[src/design/sta_pkg.sv]
// ----------------------------------------------------------------------------
// sta_pkg: shared types and constants of the sorted-table block allocator
// Holds the table entry layout, the cell command set and the register map.
// ----------------------------------------------------------------------------
`default_nettype none
package sta_pkg;

  localparam int MAX_ENTRIES_DEF = 256;
  localparam int BLOCK_SHIFT_DEF = 7;
  localparam logic [15:0] SIZE_LIMIT = 16'hFFFF;

  localparam logic [1:0] REG_FIT_METHOD    = 2'd0;
  localparam logic [1:0] REG_REGION_START  = 2'd1;
  localparam logic [1:0] REG_REGION_BLOCKS = 2'd2;

  localparam logic MODE_ALLOC = 1'b0;
  localparam logic MODE_FREE  = 1'b1;

  typedef struct packed {
    logic [15:0] pos;
    logic [15:0] size;
  } entry_t;

  typedef enum logic [1:0] {
    CMD_HOLD = 2'd0,
    CMD_ROT  = 2'd1,
    CMD_INS  = 2'd2,
    CMD_DEL  = 2'd3
  } cmd_t;

  typedef struct packed {
    cmd_t   cmd;
    entry_t ent;
  } cell_ctl_t;

endpackage
`default_nettype wire

[src/design/sta_cell.sv]
// ----------------------------------------------------------------------------
// sta_cell: one slot of the allocation table ring
// Holds one entry and takes its neighbor's entry on rotate, insert or delete.
// ----------------------------------------------------------------------------
`default_nettype none
module sta_cell #(
  parameter int N   = sta_pkg::MAX_ENTRIES_DEF,
  parameter int IW  = 8,
  parameter int IDX = 0
) (
  input  wire logic              clk,
  input  wire sta_pkg::cell_ctl_t ctl,
  input  wire logic [IW-1:0]     idx,
  input  wire sta_pkg::entry_t   left,
  input  wire sta_pkg::entry_t   right,
  output sta_pkg::entry_t        q
);

  localparam logic [IW-1:0] MY_IDX = IW'(IDX);
  localparam bit IS_LAST = (IDX == N - 1);

  sta_pkg::entry_t q_r, q_nxt;

  always_comb begin
    q_nxt = q_r;
    case (ctl.cmd)
      sta_pkg::CMD_ROT: q_nxt = left;
      sta_pkg::CMD_INS: begin
        if (MY_IDX > idx) q_nxt = left;
        else if (MY_IDX == idx) q_nxt = ctl.ent;
      end
      sta_pkg::CMD_DEL: begin
        // close the gap: pull from above
        if (MY_IDX >= idx && !IS_LAST) q_nxt = right;
      end
      default: q_nxt = q_r;
    endcase
  end

  always_ff @(posedge clk) begin
    q_r <= q_nxt;
  end

  assign q = q_r;

endmodule
`default_nettype wire

[config.mk]
export PLATFORM = sky130hd
export DESIGN_NAME = sta_cell
export DESIGN_NICKNAME = d
export VERILOG_FILES = /design/src/design/sta_pkg.sv /design/src/design/sta_cell.sv
export SDC_FILE = /design/constraint.sdc
export NUM_CORES = 1
export LEC_CHECK = 0
export BUFFER_PORTS_ARGS = -buffer_cell sky130_fd_sc_hd__buf_4
export CORE_ASPECT_RATIO = 1.5
export CORE_MARGIN = 1.5
export CORE_UTILIZATION = 30
export DETAILED_ROUTE_END_ITERATION = 10
export PLACE_DENSITY = 0.67
export SLEW_MARGIN = 20
export SYNTH_ARGS = -nofsm -noshare
export SYNTH_HDL_FRONTEND = slang
export SYNTH_SLANG_ARGS = --single-unit
export TNS_END_PERCENT = 10
[constraint.sdc]
create_clock -name clk -period 2.13 [get_ports clk]
set_input_delay 0.639 -clock clk [delete_from_list [all_inputs] [get_ports clk]]
set_output_delay 0.639 -clock clk [all_outputs]
set_load 0.05 [all_outputs]
---- Word level (Yosys, flattened, before mapping) ----
Index checks and enable logic that the tools add are counted.
cells by class
  equal/unequal tests ..................... 5
  order comparisons ....................... 2
  multiplexer cells ....................... 4
  reduce and logical (&&, ||, !) cells .... 3
operators by type and width
  operator                                                                         number
  32-bit two-way mux                                                               3
  32-bit case mux with 3 select lines                                              1
  1-bit by 8-bit >= comparator with 1-bit output (first input constant)            1
  1-bit by 8-bit greater-than comparator with 1-bit output (first input constant)  1
  8-bit zero test                                                                  1
  2-bit equality test (second input constant)                                      2
  3-bit inequality test (second input constant)                                    1
  3-bit AND reduction                                                              1
  3-bit nonzero test                                                               1
  2-bit by 1-bit equality test with 1-bit output (second input constant)           1
  2-bit inequality test (second input constant)                                    1
word-level totals
  register bits after elaboration ......... 32
  input port bits ......................... 107

---- Longest topological paths before layout ----
  depth in word-level cells ............... 4
  depth in mapped cells ................... 4
  depth with buffers taken out ............ 2

---- Worst setup path after synthesis ----
Ideal clock, no wire load.
  path type ............................... input -> register
  from .................................... input idx[5]
  to ...................................... register q_r (netlist bit q[0]) (enable)
  data arrival time ....................... 1.809 ns
  setup slack ............................. -0.073 ns
  stages .................................. 2
  required time ........................... 1.736 ns
  cells stage by stage .................... nor4_1 a32o_1
between the ends
  longest elaborated chain between the ends .. 3
RTL lines
  item                                                                              RTL line        RTL
  start, declared                                                                   sta_cell.sv:13  input wire logic [IW-1:0] idx,
  1-bit by 8-bit greater-than comparator with 1-bit output (tied with other cells)  sta_cell.sv:29  if (MY_IDX > idx) q_nxt = left;
  3-bit inequality test (no line) / 2-bit inequality test (equally long branches)   -
  3-bit AND reduction (no line) *                                                   -
  end signal, assigned                                                              sta_cell.sv:41  q_r <= q_nxt;
  end, declared                                                                     sta_cell.sv:22  sta_pkg::entry_t q_r, q_nxt;
Every way passes the cells marked *; elsewhere a longest branch is shown, timed or not.
A chain may end at the register's enable or synchronous reset.

---- Worst setup path in the final report ----
  from .................................... input idx[5]
  to ...................................... register q_r (netlist bit q[14]) (enable)
Same word-level chain as after synthesis.

==> results_dict.tcl <==
set metrics [dict create \
    ys_seq_area_share_pct 56.5 \
    syn_inst 144 \
    cts_resized 0 \
    ir_drop_mv 0.353 \
    cp_max_fo 16 \
    period_share_pct 75.4 \
    postCtsSetupBuffers 0 \
    start_util_pct 31.2 \
    fin_nets 390 \
    portBuffers 138 \
    h-tree-depth 2 \
    hpwl_um 3800 \
    cts_root_buffer "clkbuf_8" \
    die_area_sq_um 6140 \
    io_pins 139 \
    crit_family "simple AND/OR/NAND/NOR gates" \
    grt_use_total_pct 15.0 \
    worst-path-buf-inv 2 \
    max_freq_ghz 0.623 \
    yosys.area.top_type "edfxtp_1" \
    numCtsBuffers 5 \
    rsz0062_at_grt "no" \
    crit_arrival_ps 1600 \
    cts_tree "built" \
    first_global_vias 1559 \
    crit_slowest_cell "nor4_1" \
    startpoint_type "primary input" \
    routedWlPerCell_um 13.1 \
    maxSlewViolCount 0 \
    core_sq_um 5450 \
    hold_slack_ps 678 \
    ys.warnings.count 0 \
    cp_cell_sequence "buf_4 > nor4_1 > a32o_2 > buf_12" \
    crit_path_end_kind "flop" \
    largest_reg_flops 32 \
    tns_ps 0 \
    setup_violations 0 \
    cp_num_cells 4 \
    cpPeakStageDelay_ps 370 \
    powerDensity_nw_per_um2 601 \
    grt_pass1_wl_um 6910 \
    p_leak_nw 1.36 \
    avgSynthCellArea_sq_um 11.8 \
    synth_edf_count 32 \
    slew_headroom_pct 75.6 \
    num_antenna_cells 0 \
    synthTopCellsByCount "a21oi_1 (32), edfxtp_1 (32), mux2i_1 (32), nor2_1 (32), buf_2 (5)" \
    yosysTopAreaCellShare_pct 56.5 \
    grt_antenna_before_repair 0 \
    drtAntennaViolNets 0 \
    layout-drive-gt1-share_pct 53.0 \
    drtIter0Drc 31 \
    hold_class "in -> reg" \
    path_class "in -> reg" \
    cp.required_ps 2120 \
    max_cap_viol_count 0 \
    totalWireLength_um 4630 \
    layout_min_cycle_time_ps 1610 \
    grt_max_degree 33 \
    via_per_inst 4.55 \
    ys.flop_type "edfxtp_1" \
    cts_sinks 32 \
    cts_hold_buf 0 \
    yosys-top-cells-area "edfxtp_1 (57%), mux2i_1 (19%), a21oi_1 (9.4%), nor2_1 (7.1%), buf_12 (3.5%)" \
    async_flop_share_pct 0 \
    worstHoldPathCells 3 \
    final-hold-violation-count 0 \
    worst_pin_slew_ps 362 \
    synth_area_sq_um 1700 \
    gp_congestion 0.713 \
    die_w_um 64.5 \
    clk_pin_slew_ps 60 \
    num_rows 33 \
    vias 1607 \
    clk_path_buf_depth 2 \
    die_y_um 95.2 \
    syn_nets 251 \
    ys_ff_latch 32 \
    drc_errors 0 \
    grt_overflow_total 0 \
    area_growth_pct 68.8 \
    outcome "completed" \
    synth_cell_types 14 \
    drt_pre_antenna_iters 2 \
]
-- cell type report --
type | count | area [sq um]
timing repair buffer | 143 | 1110
clock buffer | 6 | 72.6
tap | 70 | 87.6
inverter | 1 | 3.75
clock inverter | 1 | 5.00
multi-input combinational | 100 | 629
sequential | 32 | 961
fill | 545 | 2580
-- cells in the final DEF, fill, tap and decap left out, drive strengths merged --
| cell | synthesis | routed |
|---|---|---|
| nor2 | 32 | 32 |
| nor3 | 1 | 1 |
| nor4 | 1 | 1 |
| buf | 10 | 143 |
| edfxtp | 32 | 32 |
| inv | 1 | 1 |
| clkbuf | 1 | 6 |
| nor2b | 1 | 1 |
| a21oi | 32 | 32 |
| mux2i | 32 | 32 |
| a32o | 1 | 1 |
| clkinv | 0 | 1 |
-- path summary, 6_finish.rpt --
path,startpoint,slack [ps],end
setup / recovery,idx[5],520,q[14]$_DFFE_PP_
hold / removal,left[4],680,q[4]$_DFFE_PP_
-- stage by stage --
| step | util, % | power (mW) | cell area, sq um | setup WS (ps) | std cells |
|---|---|---|---|---|---|
| 2_1_floorplan | - | 1.08 | 1700 | 246 | 144 |
| 3_3_place_gp | 51.2 | 1.31 | 2790 | 258 | 346 |
| 3_5_place_dp | 51.2 | 1.32 | 2790 | 221 | 346 |
| 4_1_cts | 52.7 | 1.75 | 2870 | 520 | 353 |
| 5_1_grt | 52.7 | 1.81 | 2870 | 482 | 353 |
| 6_report | 52.7 | 1.73 | 2870 | 524 | 353 |
-- where the power goes --
part,total [mW],internal (mW),switching (mW)
logic,0.537,0.244,0.293
clock network,0.422,0.221,0.201
registers,0.766,0.754,0.0120
total,1.73,1.22,0.506
-- cell families (layout without fill, tap and decap cells) --
kind of cell	Yosys count	count (layout)	synth area share (%)
simple gates	35	35	8.09
mux	32	32	18.8
flops	32	32	56.5
compound gates	33	33	10.0
buf+inv	12	151	6.55
-- routing by layer --
metal	GRT usage, %	routed length, um	part of all wire [%]
met5	0	0	0
met4	6.56	102	2.2
met3	3.54	319	6.9
met2	29.8	2700	58
met1	14.3	1510	33
(Power assumes the default switching activity.)
